<file path="config.mk">
export PLATFORM = sky130hd
export DESIGN_NAME = wall_following_pd_drive_top_flat
export DESIGN_NICKNAME = d
export VERILOG_FILES = /design/src/rtl/wfpd_pkg.sv /design/src/rtl/wfpd_in_if.sv /design/src/rtl/wfpd_out_if.sv /design/src/rtl/wall_following_pd_drive_top.sv /design/src/flat_wrapper.sv
export SDC_FILE = /design/constraint.sdc
export NUM_CORES = 2
export LEC_CHECK = 0
export BUFFER_PORTS_ARGS = -buffer_cell sky130_fd_sc_hd__buf_2
export CAP_MARGIN = 20
export CORE_MARGIN = 1
export CORE_UTILIZATION = 35
export CTS_CLUSTER_SIZE = 40
export DETAILED_ROUTE_END_ITERATION = 16
export PLACE_DENSITY = 0.61
export SLEW_MARGIN = 15
export SYNTH_ARGS = -nofsm -noshare
export SYNTH_HDL_FRONTEND = slang
export SYNTH_SLANG_ARGS = --single-unit
</file>
<file path="constraint.sdc">
create_clock -name i_clk -period 17.5 [get_ports i_clk]
set_input_delay 3.5 -clock i_clk [delete_from_list [all_inputs] [get_ports i_clk]]
set_output_delay 3.5 -clock i_clk [all_outputs]
set_load 0.05 [all_outputs]
</file>
<file path="src/rtl/wfpd_pkg.sv">
// ----------------------------------------------------------------------------
// wfpd_pkg
// Shared widths, register indexes, mode codes and reset values of the
// wall-following PD drive controller.
// ----------------------------------------------------------------------------
package wfpd_pkg;

    localparam int CFG_IDX_W  = 3;
    localparam int CFG_DATA_W = 32;
    localparam int GAIN_W     = 16;
    localparam int DIV_W      = 16;
    localparam int SPEED_W    = 8;
    localparam int SETPOINT_W = 12;
    localparam int MODE_W     = 2;

    localparam int QUOT_W       = 11;
    localparam int QCNT_W       = 4;
    localparam int BOOTH_DIGITS = GAIN_W / 2;
    localparam int DIGIT_W      = 3;
    localparam int NUM_TERMS    = 6;
    localparam int TERM_W       = 3;
    localparam int CTRL_W       = QUOT_W + 2;

    localparam logic [CFG_IDX_W-1:0] REG_VEL_GAINS  = 3'd0;
    localparam logic [CFG_IDX_W-1:0] REG_ANG_GAINS  = 3'd1;
    localparam logic [CFG_IDX_W-1:0] REG_WALL_GAINS = 3'd2;
    localparam logic [CFG_IDX_W-1:0] REG_DIVISOR    = 3'd3;
    localparam logic [CFG_IDX_W-1:0] REG_CRUISE     = 3'd4;
    localparam logic [CFG_IDX_W-1:0] REG_LIMITS     = 3'd5;
    localparam logic [CFG_IDX_W-1:0] REG_SETPOINT   = 3'd6;

    localparam logic [MODE_W-1:0] MODE_NONE  = 2'd0;
    localparam logic [MODE_W-1:0] MODE_LEFT  = 2'd1;
    localparam logic [MODE_W-1:0] MODE_RIGHT = 2'd2;
    localparam logic [MODE_W-1:0] MODE_BOTH  = 2'd3;

    localparam logic [DIV_W-1:0] DIVISOR_RST = 16'd1;
    localparam logic [15:0]      LIMITS_RST  = 16'hFF00;

endpackage

</file>
<file path="src/rtl/wfpd_in_if.sv">
// ----------------------------------------------------------------------------
// wfpd_in_if
// Input channel: one control tick item with encoder counts, IR readings,
// wall mode and restart flag.
// ----------------------------------------------------------------------------
interface wfpd_in_if #(
    parameter int TICK_WIDTH   = 24,
    parameter int SENSOR_WIDTH = 12
);
    import wfpd_pkg::*;

    logic                           valid;
    logic                           ready;
    logic signed [TICK_WIDTH-1:0]   encoder_one;
    logic signed [TICK_WIDTH-1:0]   encoder_two;
    logic        [SENSOR_WIDTH-1:0] left_ir;
    logic        [SENSOR_WIDTH-1:0] right_ir;
    logic        [MODE_W-1:0]       mode;
    logic                           restart;

    modport source (
        output valid, encoder_one, encoder_two, left_ir, right_ir, mode, restart,
        input  ready
    );

    modport sink (
        input  valid, encoder_one, encoder_two, left_ir, right_ir, mode, restart,
        output ready
    );
endinterface

</file>
<file path="src/rtl/wfpd_out_if.sv">
// ----------------------------------------------------------------------------
// wfpd_out_if
// Output channel: one item with the two saturated motor speeds.
// ----------------------------------------------------------------------------
interface wfpd_out_if;
    import wfpd_pkg::*;

    logic               valid;
    logic               ready;
    logic [SPEED_W-1:0] motor_one_speed;
    logic [SPEED_W-1:0] motor_two_speed;

    modport source (
        output valid, motor_one_speed, motor_two_speed,
        input  ready
    );

    modport sink (
        input  valid, motor_one_speed, motor_two_speed,
        output ready
    );
endinterface

</file>
<file path="src/rtl/wall_following_pd_drive_top.sv">
// ----------------------------------------------------------------------------
// wall_following_pd_drive_top
// PD differential drive controller with wall following.
//
// Each item on i_cmd is one control tick; it yields exactly one item on
// o_drive with the two saturated motor speeds. Registers are written on the
// plain write port (i_cfg_we, i_cfg_idx, i_cfg_data); the user must write them
// only while the block is idle, which the block itself does not enforce. An
// item passes in order through error and derivative arithmetic, the shared
// radix-4 Booth multiply-accumulate (six products, eight digits each), the
// magnitude step, divider setup, the restoring divider (one quotient bit per
// cycle) and saturation. A new item is accepted only once the previous one
// has been loaded into the output register. The output register holds a
// finished item while the receiver stalls; the next item is accepted and
// processed meanwhile and waits in the saturation stage until the register
// frees up. Reset clears the registers to their defaults, the error history
// and the output valid.
// ----------------------------------------------------------------------------
module wall_following_pd_drive_top #(
    parameter int TICK_WIDTH   = 24,
    parameter int SENSOR_WIDTH = 12
) (
    input  logic                             i_clk,
    input  logic                             i_rst_n,
    input  logic                             i_cfg_we,
    input  logic [wfpd_pkg::CFG_IDX_W-1:0]   i_cfg_idx,
    input  logic [wfpd_pkg::CFG_DATA_W-1:0]  i_cfg_data,
    wfpd_in_if.sink                          i_cmd,
    wfpd_out_if.source                       o_drive
);
    import wfpd_pkg::*;

    localparam int WALL_BASE = (SENSOR_WIDTH > SETPOINT_W) ? SENSOR_WIDTH : SETPOINT_W;
    localparam int WERR_W    = WALL_BASE + 1;
    localparam int WDER_W    = WERR_W + 1;
    localparam int AERR_W    = TICK_WIDTH + 1;
    localparam int ADER_W    = TICK_WIDTH + 2;
    localparam int VERR_W    = TICK_WIDTH + 2;
    localparam int VDER_W    = TICK_WIDTH + 3;
    localparam int OP_W      = (VDER_W > WDER_W) ? VDER_W : WDER_W;
    localparam int SUM_W     = OP_W + GAIN_W + 3;

    typedef enum logic [3:0] {
        S_IDLE,
        S_ERR,
        S_DIFF,
        S_VDER,
        S_MAC,
        S_ABS,
        S_DPREP,
        S_DIV,
        S_CLAMP
    } t_state;

    t_state r_state;

    logic [CFG_DATA_W-1:0] r_vel_gains;
    logic [CFG_DATA_W-1:0] r_ang_gains;
    logic [CFG_DATA_W-1:0] r_wall_gains;
    logic [DIV_W-1:0]      r_divisor;
    logic [SPEED_W-1:0]    r_cruise;
    logic [15:0]           r_limits;
    logic [SETPOINT_W-1:0] r_setpoint;

    logic signed [TICK_WIDTH-1:0]   r_enc1;
    logic signed [TICK_WIDTH-1:0]   r_enc2;
    logic        [SENSOR_WIDTH-1:0] r_left;
    logic        [SENSOR_WIDTH-1:0] r_right;
    logic        [MODE_W-1:0]       r_mode;
    logic                           r_restart;

    logic signed [TICK_WIDTH-1:0] r_last1;
    logic signed [TICK_WIDTH-1:0] r_last2;
    logic signed [VERR_W-1:0]     r_last_verr;
    logic signed [AERR_W-1:0]     r_last_aerr;
    logic signed [WERR_W-1:0]     r_last_werr;
    logic        [MODE_W-1:0]     r_last_mode;

    logic signed [AERR_W-1:0] r_d1;
    logic signed [AERR_W-1:0] r_d2;
    logic signed [AERR_W-1:0] r_aerr;
    logic signed [WERR_W-1:0] r_werr;
    logic signed [VERR_W-1:0] r_pve;
    logic signed [AERR_W-1:0] r_pae;
    logic signed [WERR_W-1:0] r_pwe;
    logic signed [VERR_W-1:0] r_verr;
    logic signed [ADER_W-1:0] r_ader;
    logic signed [WDER_W-1:0] r_wder;
    logic signed [VDER_W-1:0] r_vder;

    logic [SUM_W-1:0]   r_acc;
    logic [SUM_W-1:0]   r_mcand;
    logic [GAIN_W-1:0]  r_mplr;
    logic               r_prev;
    logic [DIGIT_W-1:0] r_digit;
    logic [TERM_W-1:0]  r_term;

    logic               r_neg;
    logic [SUM_W-1:0]   r_mag;
    logic [DIV_W-1:0]   r_dvs;
    logic               r_ovf;
    logic [DIV_W-1:0]   r_rem;
    logic [QUOT_W-1:0]  r_qsh;
    logic [QCNT_W-1:0]  r_cnt;

    logic               r_out_valid;
    logic [SPEED_W-1:0] r_m1;
    logic [SPEED_W-1:0] r_m2;

    logic cmd_acc;
    logic clear_hist;
    logic out_free;

    logic signed [TICK_WIDTH-1:0] w_le1;
    logic signed [TICK_WIDTH-1:0] w_le2;
    logic signed [WERR_W-1:0]     w_left;
    logic signed [WERR_W-1:0]     w_right;
    logic signed [WERR_W-1:0]     w_target;
    logic signed [WERR_W-1:0]     w_werr;

    logic [TERM_W-1:0] w_load_idx;
    logic [SUM_W-1:0]  w_load_op;
    logic [GAIN_W-1:0] w_load_gain;

    logic [2:0]       w_booth;
    logic             w_zero;
    logic             w_two;
    logic             w_bneg;
    logic [SUM_W-1:0] w_pp;
    logic [SUM_W-1:0] w_acc_next;

    logic [DIV_W:0] w_trial;
    logic [DIV_W:0] w_diff;
    logic           w_ge;

    logic        [QUOT_W-1:0] w_quot;
    logic signed [CTRL_W-1:0] w_qext;
    logic signed [CTRL_W-1:0] w_ctrl;
    logic signed [CTRL_W-1:0] w_base;
    logic signed [CTRL_W-1:0] w_lo;
    logic signed [CTRL_W-1:0] w_hi;
    logic signed [CTRL_W-1:0] w_v1;
    logic signed [CTRL_W-1:0] w_v2;

    function automatic logic [SPEED_W-1:0] f_clamp(
        input logic signed [CTRL_W-1:0] v,
        input logic signed [CTRL_W-1:0] lo,
        input logic signed [CTRL_W-1:0] hi
    );
        if (v < lo) begin
            return lo[SPEED_W-1:0];
        end else if (v > hi) begin
            return hi[SPEED_W-1:0];
        end
        return v[SPEED_W-1:0];
    endfunction

    assign cmd_acc    = i_cmd.valid && i_cmd.ready;
    assign clear_hist = r_restart || (r_mode != r_last_mode);
    assign out_free   = !r_out_valid || o_drive.ready;

    assign i_cmd.ready             = (r_state == S_IDLE);
    assign o_drive.valid           = r_out_valid;
    assign o_drive.motor_one_speed = r_m1;
    assign o_drive.motor_two_speed = r_m2;

    // Error terms and the history seen by this tick.
    assign w_le1    = clear_hist ? r_enc1 : r_last1;
    assign w_le2    = clear_hist ? r_enc2 : r_last2;
    assign w_left   = WERR_W'(r_left);
    assign w_right  = WERR_W'(r_right);
    assign w_target = WERR_W'(r_setpoint);

    always_comb begin
        case (r_mode)
            MODE_LEFT:  w_werr = w_left - w_target;
            MODE_RIGHT: w_werr = w_target - w_right;
            MODE_BOTH:  w_werr = w_left - w_right;
            default:    w_werr = '0;
        endcase
    end

    // Operand and gain of the next product in the accumulation.
    assign w_load_idx = (r_state == S_VDER) ? '0 : TERM_W'(r_term + 1'b1);

    always_comb begin
        case (w_load_idx)
            3'd0: begin
                w_load_op   = SUM_W'(r_verr);
                w_load_gain = r_vel_gains[GAIN_W-1:0];
            end
            3'd1: begin
                w_load_op   = SUM_W'(r_vder);
                w_load_gain = r_vel_gains[2*GAIN_W-1:GAIN_W];
            end
            3'd2: begin
                w_load_op   = SUM_W'(r_aerr);
                w_load_gain = r_ang_gains[GAIN_W-1:0];
            end
            3'd3: begin
                w_load_op   = SUM_W'(r_ader);
                w_load_gain = r_ang_gains[2*GAIN_W-1:GAIN_W];
            end
            3'd4: begin
                w_load_op   = SUM_W'(r_werr);
                w_load_gain = r_wall_gains[GAIN_W-1:0];
            end
            3'd5: begin
                w_load_op   = SUM_W'(r_wder);
                w_load_gain = r_wall_gains[2*GAIN_W-1:GAIN_W];
            end
            default: begin
                w_load_op   = '0;
                w_load_gain = '0;
            end
        endcase
    end

    // Radix-4 Booth recoding of two multiplier bits per cycle.
    assign w_booth    = {r_mplr[1:0], r_prev};
    assign w_zero     = (w_booth == 3'b000) || (w_booth == 3'b111);
    assign w_two      = (w_booth == 3'b011) || (w_booth == 3'b100);
    assign w_bneg     = w_booth[2] && !(w_booth[1] && w_booth[0]);
    assign w_pp       = w_zero ? '0 : (w_two ? (r_mcand << 1) : r_mcand);
    assign w_acc_next = r_acc + (w_bneg ? ~w_pp : w_pp) + SUM_W'(w_bneg);

    // Restoring divider step.
    assign w_trial = {r_rem, r_qsh[QUOT_W-1]};
    assign w_ge    = (w_trial >= {1'b0, r_dvs});
    assign w_diff  = w_trial - {1'b0, r_dvs};

    // Sign, base speed and saturation.
    assign w_quot = r_ovf ? '1 : r_qsh;
    assign w_qext = CTRL_W'(w_quot);
    assign w_ctrl = r_neg ? -w_qext : w_qext;
    assign w_base = CTRL_W'(r_cruise);
    assign w_lo   = CTRL_W'(r_limits[SPEED_W-1:0]);
    assign w_hi   = CTRL_W'(r_limits[2*SPEED_W-1:SPEED_W]);
    assign w_v1   = w_base + w_ctrl;
    assign w_v2   = w_base - w_ctrl;

    always_ff @(posedge i_clk) begin
        if (!i_rst_n) begin
            r_vel_gains  <= '0;
            r_ang_gains  <= '0;
            r_wall_gains <= '0;
            r_divisor    <= DIVISOR_RST;
            r_cruise     <= '0;
            r_limits     <= LIMITS_RST;
            r_setpoint   <= '0;
        end else if (i_cfg_we) begin
            case (i_cfg_idx)
                REG_VEL_GAINS:  r_vel_gains  <= i_cfg_data;
                REG_ANG_GAINS:  r_ang_gains  <= i_cfg_data;
                REG_WALL_GAINS: r_wall_gains <= i_cfg_data;
                REG_DIVISOR:    r_divisor    <= i_cfg_data[DIV_W-1:0];
                REG_CRUISE:     r_cruise     <= i_cfg_data[SPEED_W-1:0];
                REG_LIMITS:     r_limits     <= i_cfg_data[15:0];
                REG_SETPOINT:   r_setpoint   <= i_cfg_data[SETPOINT_W-1:0];
                default: begin
                end
            endcase
        end
    end

    always_ff @(posedge i_clk) begin
        if (!i_rst_n) begin
            r_state     <= S_IDLE;
            r_out_valid <= 1'b0;
            r_last1     <= '0;
            r_last2     <= '0;
            r_last_verr <= '0;
            r_last_aerr <= '0;
            r_last_werr <= '0;
            r_last_mode <= '0;
            r_digit     <= '0;
            r_term      <= '0;
            r_cnt       <= '0;
        end else begin
            if ((r_state == S_CLAMP) && out_free) begin
                r_out_valid <= 1'b1;
            end else if (r_out_valid && o_drive.ready) begin
                r_out_valid <= 1'b0;
            end
            case (r_state)
                S_IDLE: begin
                    if (cmd_acc) begin
                        r_enc1    <= i_cmd.encoder_one;
                        r_enc2    <= i_cmd.encoder_two;
                        r_left    <= i_cmd.left_ir;
                        r_right   <= i_cmd.right_ir;
                        r_mode    <= i_cmd.mode;
                        r_restart <= i_cmd.restart;
                        r_state   <= S_ERR;
                    end
                end
                S_ERR: begin
                    r_d1        <= AERR_W'(r_enc1) - AERR_W'(w_le1);
                    r_d2        <= AERR_W'(r_enc2) - AERR_W'(w_le2);
                    r_aerr      <= AERR_W'(r_enc2) - AERR_W'(r_enc1);
                    r_werr      <= w_werr;
                    r_pve       <= clear_hist ? '0 : r_last_verr;
                    r_pae       <= clear_hist ? '0 : r_last_aerr;
                    r_pwe       <= clear_hist ? '0 : r_last_werr;
                    r_last1     <= r_enc1;
                    r_last2     <= r_enc2;
                    r_last_mode <= r_mode;
                    r_state     <= S_DIFF;
                end
                S_DIFF: begin
                    r_verr      <= VERR_W'(r_d2) - VERR_W'(r_d1);
                    r_ader      <= ADER_W'(r_aerr) - ADER_W'(r_pae);
                    r_wder      <= WDER_W'(r_werr) - WDER_W'(r_pwe);
                    r_last_aerr <= r_aerr;
                    r_last_werr <= r_werr;
                    r_state     <= S_VDER;
                end
                S_VDER: begin
                    r_vder      <= VDER_W'(r_verr) - VDER_W'(r_pve);
                    r_last_verr <= r_verr;
                    r_acc       <= '0;
                    r_mcand     <= w_load_op;
                    r_mplr      <= w_load_gain;
                    r_prev      <= 1'b0;
                    r_term      <= w_load_idx;
                    r_digit     <= '0;
                    r_state     <= S_MAC;
                end
                S_MAC: begin
                    r_acc   <= w_acc_next;
                    r_digit <= DIGIT_W'(r_digit + 1'b1);
                    if ((r_digit == DIGIT_W'(BOOTH_DIGITS - 1)) &&
                        (r_term != TERM_W'(NUM_TERMS - 1))) begin
                        r_term  <= w_load_idx;
                        r_mcand <= w_load_op;
                        r_mplr  <= w_load_gain;
                        r_prev  <= 1'b0;
                    end else begin
                        r_mcand <= r_mcand << 2;
                        r_mplr  <= r_mplr >> 2;
                        r_prev  <= r_mplr[1];
                    end
                    if ((r_digit == DIGIT_W'(BOOTH_DIGITS - 1)) &&
                        (r_term == TERM_W'(NUM_TERMS - 1))) begin
                        r_state <= S_ABS;
                    end
                end
                S_ABS: begin
                    r_neg   <= r_acc[SUM_W-1];
                    r_mag   <= r_acc[SUM_W-1] ? (~r_acc) + SUM_W'(1) : r_acc;
                    r_dvs   <= (r_divisor == '0) ? DIV_W'(1) : r_divisor;
                    r_state <= S_DPREP;
                end
                S_DPREP: begin
                    r_ovf   <= (r_mag[SUM_W-1:QUOT_W] >= (SUM_W - QUOT_W)'(r_dvs));
                    r_rem   <= r_mag[QUOT_W+DIV_W-1:QUOT_W];
                    r_qsh   <= r_mag[QUOT_W-1:0];
                    r_cnt   <= '0;
                    r_state <= S_DIV;
                end
                S_DIV: begin
                    r_rem <= w_ge ? w_diff[DIV_W-1:0] : w_trial[DIV_W-1:0];
                    r_qsh <= {r_qsh[QUOT_W-2:0], w_ge};
                    r_cnt <= QCNT_W'(r_cnt + 1'b1);
                    if (r_cnt == QCNT_W'(QUOT_W - 1)) begin
                        r_state <= S_CLAMP;
                    end
                end
                S_CLAMP: begin
                    if (out_free) begin
                        r_m1    <= f_clamp(w_v1, w_lo, w_hi);
                        r_m2    <= f_clamp(w_v2, w_lo, w_hi);
                        r_state <= S_IDLE;
                    end
                end
                default: begin
                    r_state <= S_IDLE;
                end
            endcase
        end
    end

    a_acc_starts_tick: assert property (
        @(posedge i_clk) disable iff (!i_rst_n)
        cmd_acc |=> (r_state == S_ERR)
    ) else $error("accepted item did not start error computation");

    a_result_loaded: assert property (
        @(posedge i_clk) disable iff (!i_rst_n)
        (r_state == S_CLAMP) && out_free |=> r_out_valid && (r_state == S_IDLE)
    ) else $error("finished item was not loaded into the output register");

    a_rem_below_dvs: assert property (
        @(posedge i_clk) disable iff (!i_rst_n)
        (r_state == S_DIV) && !r_ovf |-> (r_rem < r_dvs)
    ) else $error("divider remainder reached the divisor");

    a_term_range: assert property (
        @(posedge i_clk) disable iff (!i_rst_n)
        (r_state == S_MAC) |-> (r_term < TERM_W'(NUM_TERMS))
    ) else $error("product index out of range");

endmodule

</file>
<file path="src/flat_wrapper.sv">
// flat-port wrapper written by rule: the top's interface ports become plain ports
module wall_following_pd_drive_top_flat import wfpd_pkg::*;
#(
    parameter int TICK_WIDTH   = 24,
    parameter int SENSOR_WIDTH = 12
)
  (i_clk, i_rst_n, i_cfg_we, i_cfg_idx, i_cfg_data, i_cmd_valid, i_cmd_encoder_one, i_cmd_encoder_two, i_cmd_left_ir, i_cmd_right_ir, i_cmd_mode, i_cmd_restart, i_cmd_ready, o_drive_valid, o_drive_motor_one_speed, o_drive_motor_two_speed, o_drive_ready);
  wfpd_in_if #(.TICK_WIDTH(TICK_WIDTH), .SENSOR_WIDTH(SENSOR_WIDTH)) i_cmd_i ();
  wfpd_out_if o_drive_i ();
  input  logic i_clk;
  input  logic i_rst_n;
  input  logic i_cfg_we;
  input  logic [wfpd_pkg::CFG_IDX_W-1:0] i_cfg_idx;
  input  logic [wfpd_pkg::CFG_DATA_W-1:0] i_cfg_data;
  input wire logic [$bits(i_cmd_i.valid)-1:0] i_cmd_valid;
  input wire logic [$bits(i_cmd_i.encoder_one)-1:0] i_cmd_encoder_one;
  input wire logic [$bits(i_cmd_i.encoder_two)-1:0] i_cmd_encoder_two;
  input wire logic [$bits(i_cmd_i.left_ir)-1:0] i_cmd_left_ir;
  input wire logic [$bits(i_cmd_i.right_ir)-1:0] i_cmd_right_ir;
  input wire logic [$bits(i_cmd_i.mode)-1:0] i_cmd_mode;
  input wire logic [$bits(i_cmd_i.restart)-1:0] i_cmd_restart;
  output wire logic [$bits(i_cmd_i.ready)-1:0] i_cmd_ready;
  output wire logic [$bits(o_drive_i.valid)-1:0] o_drive_valid;
  output wire logic [$bits(o_drive_i.motor_one_speed)-1:0] o_drive_motor_one_speed;
  output wire logic [$bits(o_drive_i.motor_two_speed)-1:0] o_drive_motor_two_speed;
  input wire logic [$bits(o_drive_i.ready)-1:0] o_drive_ready;
  assign i_cmd_i.valid = i_cmd_valid;
  assign i_cmd_i.encoder_one = i_cmd_encoder_one;
  assign i_cmd_i.encoder_two = i_cmd_encoder_two;
  assign i_cmd_i.left_ir = i_cmd_left_ir;
  assign i_cmd_i.right_ir = i_cmd_right_ir;
  assign i_cmd_i.mode = i_cmd_mode;
  assign i_cmd_i.restart = i_cmd_restart;
  assign i_cmd_ready = i_cmd_i.ready;
  assign o_drive_valid = o_drive_i.valid;
  assign o_drive_motor_one_speed = o_drive_i.motor_one_speed;
  assign o_drive_motor_two_speed = o_drive_i.motor_two_speed;
  assign o_drive_i.ready = o_drive_ready;
  wall_following_pd_drive_top #(.TICK_WIDTH(TICK_WIDTH), .SENSOR_WIDTH(SENSOR_WIDTH)) u_core (.i_clk(i_clk), .i_rst_n(i_rst_n), .i_cfg_we(i_cfg_we), .i_cfg_idx(i_cfg_idx), .i_cfg_data(i_cfg_data), .i_cmd(i_cmd_i), .o_drive(o_drive_i));
endmodule
</file>
== Word level (Yosys, flattened, before mapping) ==
Index checks and enable logic that the tools add are counted.

* Magnitude comparators: 6
* Bitwise operators: 2
* $add $sub $neg: 20
* Equality and inequality tests: 35
* Reductions and logical operators: 39
* Mux-type cells: 49

{| class="wikitable"
|+ Operators by type and width
! kind !! count
|-
| $pmux 46 s6 || 1
|-
| $mux 46 || 4
|-
| $pmux 46 s2 || 2
|-
| $pmux 16 s6 || 1
|-
| $not 46->46 || 2
|-
| $sub 24x24->25 || 3
|-
| $pmux 16 s2 || 2
|-
| $sub 25x25->26 || 2
|-
| $mux 24 || 2
|-
| $mux 8 || 6
|-
| $add 46x1->46 || 1
|-
| $add 46x1->46 const B || 1
|-
| $add 46x46->46 || 1
|-
| $mux 45 || 1
|-
| $pmux 13 s3 || 1
|-
| $sub 12x12->13 || 3
|-
| $pmux 4 s9 || 1
|-
| $ge 35x16->1 || 1
|-
| $mux 16 || 2
|-
| $reduce_and 2->1 || 15
|-
| $eq 3x3->1 const B || 9
|-
| $sub 26x26->27 || 1
|-
| $gt 13x9->1 || 2
|-
| $lt 13x9->1 || 2
|-
| 38 further kinds || 85
|}

* Logic and storage cells: 199
* Bits in registers: 813
* Input port bits: 115
* Output and inout bits: 18

== Longest topological paths before layout ==
* Depth after elaboration: 11
* Gate-level depth with buffers: 23
* Depth with buffers taken out: 20

== Worst setup path before layout ==
OpenSTA, ideal clock, no wires.

* Kind: in2reg
* From: input port i_rst_n
* To: register u_core.r_acc[0], enable pin
* Data required time: 16.910 ns
* Slack: 8.357 ns
* Path buffers: 1
* Setup time: 0.590 ns
* Data arrival time: 8.553 ns
* Stages: 2
* Path through: clkbuf_1 -> nor2b_1

* Word-level cells in the longest chain between the ends: 1

{| class="wikitable"
|+ Ends and longest elaborated chain
! item !! line !! RTL
|-
| start: declaration || flat_wrapper.sv:11 || <nowiki>input logic i_rst_n;</nowiki>
|-
| $reduce_and 2->1 (no source line) || -- ||
|-
| end signal: assignment || wall_following_pd_drive_top.sv:330 || <nowiki>r_acc <= w_acc_next;</nowiki>
|-
| end: declaration || wall_following_pd_drive_top.sv:91 || <nowiki>logic [SUM_W-1:0] r_acc;</nowiki>
|}

Every way passes these cells.
A chain may end at the register's enable or synchronous reset.

== Worst setup path after layout ==
* From: input port i_rst_n
* To: register u_core.r_d1[8], enable pin

* Word-level cells in the longest chain between the ends: 1

{| class="wikitable"
|+ Ends and longest elaborated chain
! item !! line !! RTL
|-
| $reduce_and 2->1 (no source line) || -- ||
|-
| end signal: assignment || wall_following_pd_drive_top.sv:298 || <nowiki>r_d1 <= AERR_W'(r_enc1) - AERR_W'(w_le1);</nowiki>
|-
| end: declaration || wall_following_pd_drive_top.sv:79 || <nowiki>logic signed [AERR_W-1:0] r_d1;</nowiki>
|}

Every way passes these cells.

==> impl_metrics.py <==
metrics = {
    "critical_path": {
        "crit_chain": "buf_6, and3_4, buf_4, buf_4",
        "reg2reg_to": "u_core.o_drive.motor_two_speed[7]$_DFFE_PP_",
        "cp.arrival_ns": 6.38,
        "startpoint_type": "primary input",
        "cp.depth": 4,
        "critPathTopFamily": "buffers and inverters",
        "path_buf_inv": 3,
        "cp_max_fo": 113,
        "crit_type": "in -> reg",
        "cpMaxStageDelayCell": "buf_4",
        "crit_end": "u_core.r_d1[8]$_DFFE_PP_",
        "critPathCaptureType": "flip-flop",
        "rrSetupSlack_ns": 12.10,
        "reg2reg_from": "u_core.r_ovf$_DFFE_PP_",
        "crit_path_frequent_cell": "buf_4",
        "max_stage_delay_ns": 0.79,
        "cp.required_ns": 17.78,
        "startpoint": "i_rst_n",
        "reg2regPathDepth": 19,
    },
    "timing": {
        "fmax_mhz": 164,
        "final.setup_skew_ns": 0.0391,
        "relSlewSlack_pct": 30.7,
        "maxSlewViolCount": 0,
        "hold_violations": 0,
        "worstMarginPinSlew_ns": 1.04,
        "rsz0062_at_grt": "false",
        "period_needed_ns": 6.10,
        "tns_ns": 0,
        "setup_viol": 0,
        "period_share_pct": 34.9,
    },
    "global_routing": {
        "grt_pass1_wl_mm": 179,
        "grt_usage_pct": 16.2,
        "grt_max_degree": 115,
        "grt_pass1_vias": 33425,
        "grt_antenna_before_repair": 2,
        "overflow": 0,
    },
    "pwr": {
        "p_per_area_mw_per_mm2": 112,
        "ir_drop_mv": 0.0858,
        "power_mw": 5.92,
        "leakagePower_nw": 20.0,
    },
    "clock_network": {
        "htreeDepth": 3,
        "cts_sinks": 813,
        "clkLatencyLatePin_ns": 0.69,
        "ctsResizeCount": 0,
        "ctsHoldBuffers": 0,
        "cts_root_buffer": "clkbuf_16",
        "cts.path.max_buffers": 3,
        "cts_tree": "built",
        "numCtsBuffers": 90,
        "cts_setup_buffers": 0,
        "clkTransAtPathRegs_ns": 0.06,
    },
    "layout": {
        "fin_nets": 5349,
        "fin_util_pct": 39.5,
        "syn2layout_area_growth_pct": 12.1,
        "drive_gt1_share_pct": 7.89,
    },
    "routing": {
        "wirelength_mm": 112,
        "via_per_inst": 5.13,
        "antenna_left": 0,
        "drc": 0,
        "num_vias": 34629,
        "dr.pass1.iters": 7,
        "drt-initial-drc-count": 2445,
        "post_drt_wl_per_cell_um": 16.6,
    },
    "place": {
        "dp_hpwl_mm": 79.8,
        "io_buffers": 132,
        "gp_congestion": 0.868,
    },
    "floorplan": {
        "rows": 134,
        "core_area_mm2": 0.133,
        "die_area_mm2": 0.136,
        "die_height_um": 368,
        "dieWidth_um": 368,
        "io_pins": 133,
        "initial_core_util_pct": 35.2,
    },
    "synthesis": {
        "yosysSeqAreaShare_pct": 46.1,
        "avgSynthCellArea_um2": 9.69,
        "yosysTopAreaCellShare_pct": 34.3,
        "synth-warning-count": 0,
        "synth_edf_count": 536,
        "syn_area_mm2": 0.0470,
        "synth-seq-cells": 813,
        "synth_ff_type": "edfxtp_1",
        "ys_top_cells_by_area": "edfxtp_1, dfxtp_1, ha_1",
        "synthCells": 4848,
        "async_flop_share_pct": 0,
        "ys_types": 80,
        "synth_nets": 5295,
        "synth_top_cell_by_area": "edfxtp_1",
    },
    "hold_path": {
        "hp-class": "reg -> reg",
    },
    "outcome": {
        "status": "completed",
    },
    "run": {
        "max-cap-violations": 0,
    },
}
## cell usage after synthesis, types with 29 or more instances
master / number
a211oi_1: 29
a21boi_0: 268
a21o_1: 93
a21oi_1: 225
a221o_1: 37
a22oi_1: 58
and2_1: 84
clkbuf_1: 196
dfxtp_1: 277
edfxtp_1: 536
ha_1: 319
inv_1: 259
mux2i_1: 116
nand2_1: 814
nand2b_1: 46
nand3_1: 66
nor2_1: 228
nor2b_1: 66
nor3_1: 73
o21a_1: 64
o21ai_0: 277
o31ai_1: 34
xnor2_1: 183
xor2_1: 111
## cell families (layout without fill, tap and decap cells)
kind of cell             Yosys count  count (layout)  share of synthesized area (%)
AO/OA/AOI/OAI                   1275            1275                           18.2
flip-flops                       813             813                           46.1
adder cells (fa/ha/maj)          332             332                           9.05
other                              0               2                              0
multiplexers                     120             120                           2.57
buffers and inverters            472             602                           3.77
XOR/XNOR                         294             294                           5.48
AND/OR/NAND/NOR                 1542            1542                           14.9
## cell usage in the layout (no fill, tap or decap), drive strengths merged, types with 16 or more instances in the layout
| cell | count |
|---|---|
| nor2b | 66 |
| a21oi | 225 |
| o31ai | 34 |
| or2 | 23 |
| clkinv | 34 |
| o211ai | 18 |
| o31a | 16 |
| nand2 | 814 |
| edfxtp | 536 |
| a21o | 93 |
| nor2 | 228 |
| xnor2 | 183 |
| o21a | 64 |
| and2 | 84 |
| nand3 | 66 |
| o41ai | 18 |
| xor2 | 111 |
| o21ai | 277 |
| a221o | 37 |
| or3 | 26 |
| inv | 266 |
| and3 | 22 |
| ha | 319 |
| buf | 172 |
| o21bai | 23 |
| a31oi | 26 |
| nor3 | 73 |
| mux2i | 116 |
| dfxtp | 277 |
| nand4 | 26 |
| nand2b | 46 |
| a21boi | 268 |
| a211oi | 29 |
| a22oi | 58 |
| nor4 | 23 |
| clkbuf | 116 |
## sequential cells by signal, summed over array words and instances, names as in the netlist, 27 cells and up
register             cells
u_core.r_vder           27
u_core.r_acc            46
u_core.r_mcand          46
u_core.r_ang_gains      32
u_core.r_vel_gains      32
u_core.r_mag            46
u_core.r_wall_gains     32
## how the worst min path moves through the flow
| stage | slack, ns | cells past startpoint | to | from |
|---|---|---|---|---|
| floorplan | 0.44 | 2 | u_core.r_last_aerr[0]$_SDFFE_PN0P_ | u_core.r_last_aerr[0]$_SDFFE_PN0P_ |
| global placement | 0.45 | 2 | u_core.r_last_verr[9]$_SDFFE_PN0P_ | u_core.r_last_verr[9]$_SDFFE_PN0P_ |
| detailed placement | 0.46 | 2 | u_core.r_last_verr[24]$_SDFFE_PN0P_ | u_core.r_last_verr[24]$_SDFFE_PN0P_ |
| CTS | 0.46 | 2 | u_core.r_last_aerr[16]$_SDFFE_PN0P_ | u_core.r_last_aerr[16]$_SDFFE_PN0P_ |
| global route | 0.48 | 2 | u_core.r_last_verr[5]$_SDFFE_PN0P_ | u_core.r_last_verr[5]$_SDFFE_PN0P_ |
| finish | 0.46 | 2 | u_core.r_last_aerr[11]$_SDFFE_PN0P_ | u_core.r_last_aerr[11]$_SDFFE_PN0P_ |
## routing by layer
metal	up-vias	wire, um	part of all wire (%)	track usage [%]
li1	17465	-	-	-
met1	16458	53700	48	22.0
met2	581	52300	47	27.4
met3	123	4250	3.8	2.24
met4	2	1820	1.6	3.35
met5	-	13	0.012	0
## stage by stage
stage	instances	hold WS, ns	instance area, um^2	worst slack, ns
6_report	6748	0.462	52700	11.40
5_1_grt	6746	0.479	52700	11.17
4_1_cts	6743	0.464	52600	11.39
3_5_place_dp	6575	0.455	49500	10.64
3_3_place_gp	6575	0.448	49500	10.69
2_1_floorplan	4848	0.439	47000	8.36
## cell type report
class	instances	area [um^2]
antenna	2	5.00
clock buffer	115	2520
clock inverter	53	606
fill	12948	80600
inverter	261	980
multi-input combinational	3563	23700
sequential	813	21600
tap	1768	2210
timing repair buffer	173	1020
## worst reg2reg max path, delay by kind of cell, from the launching register on
kind,cells,cell delay [ns]
and+or+nand+nor,7,1.98
buffers and inverters,1,0.08
DFF,1,0.64
xor gates and xnor gates,1,0.25
adders and majority gates,3,0.84
AOI/OAI and AO/OA,7,1.49
## power by group
group / switching (mW) / internal, mW
Combinational: 0.901 / 0.592
Clock: 0.814 / 1.19
Sequential: 0.114 / 2.31
Total: 1.83 / 4.09
(Power assumes the default switching activity.)
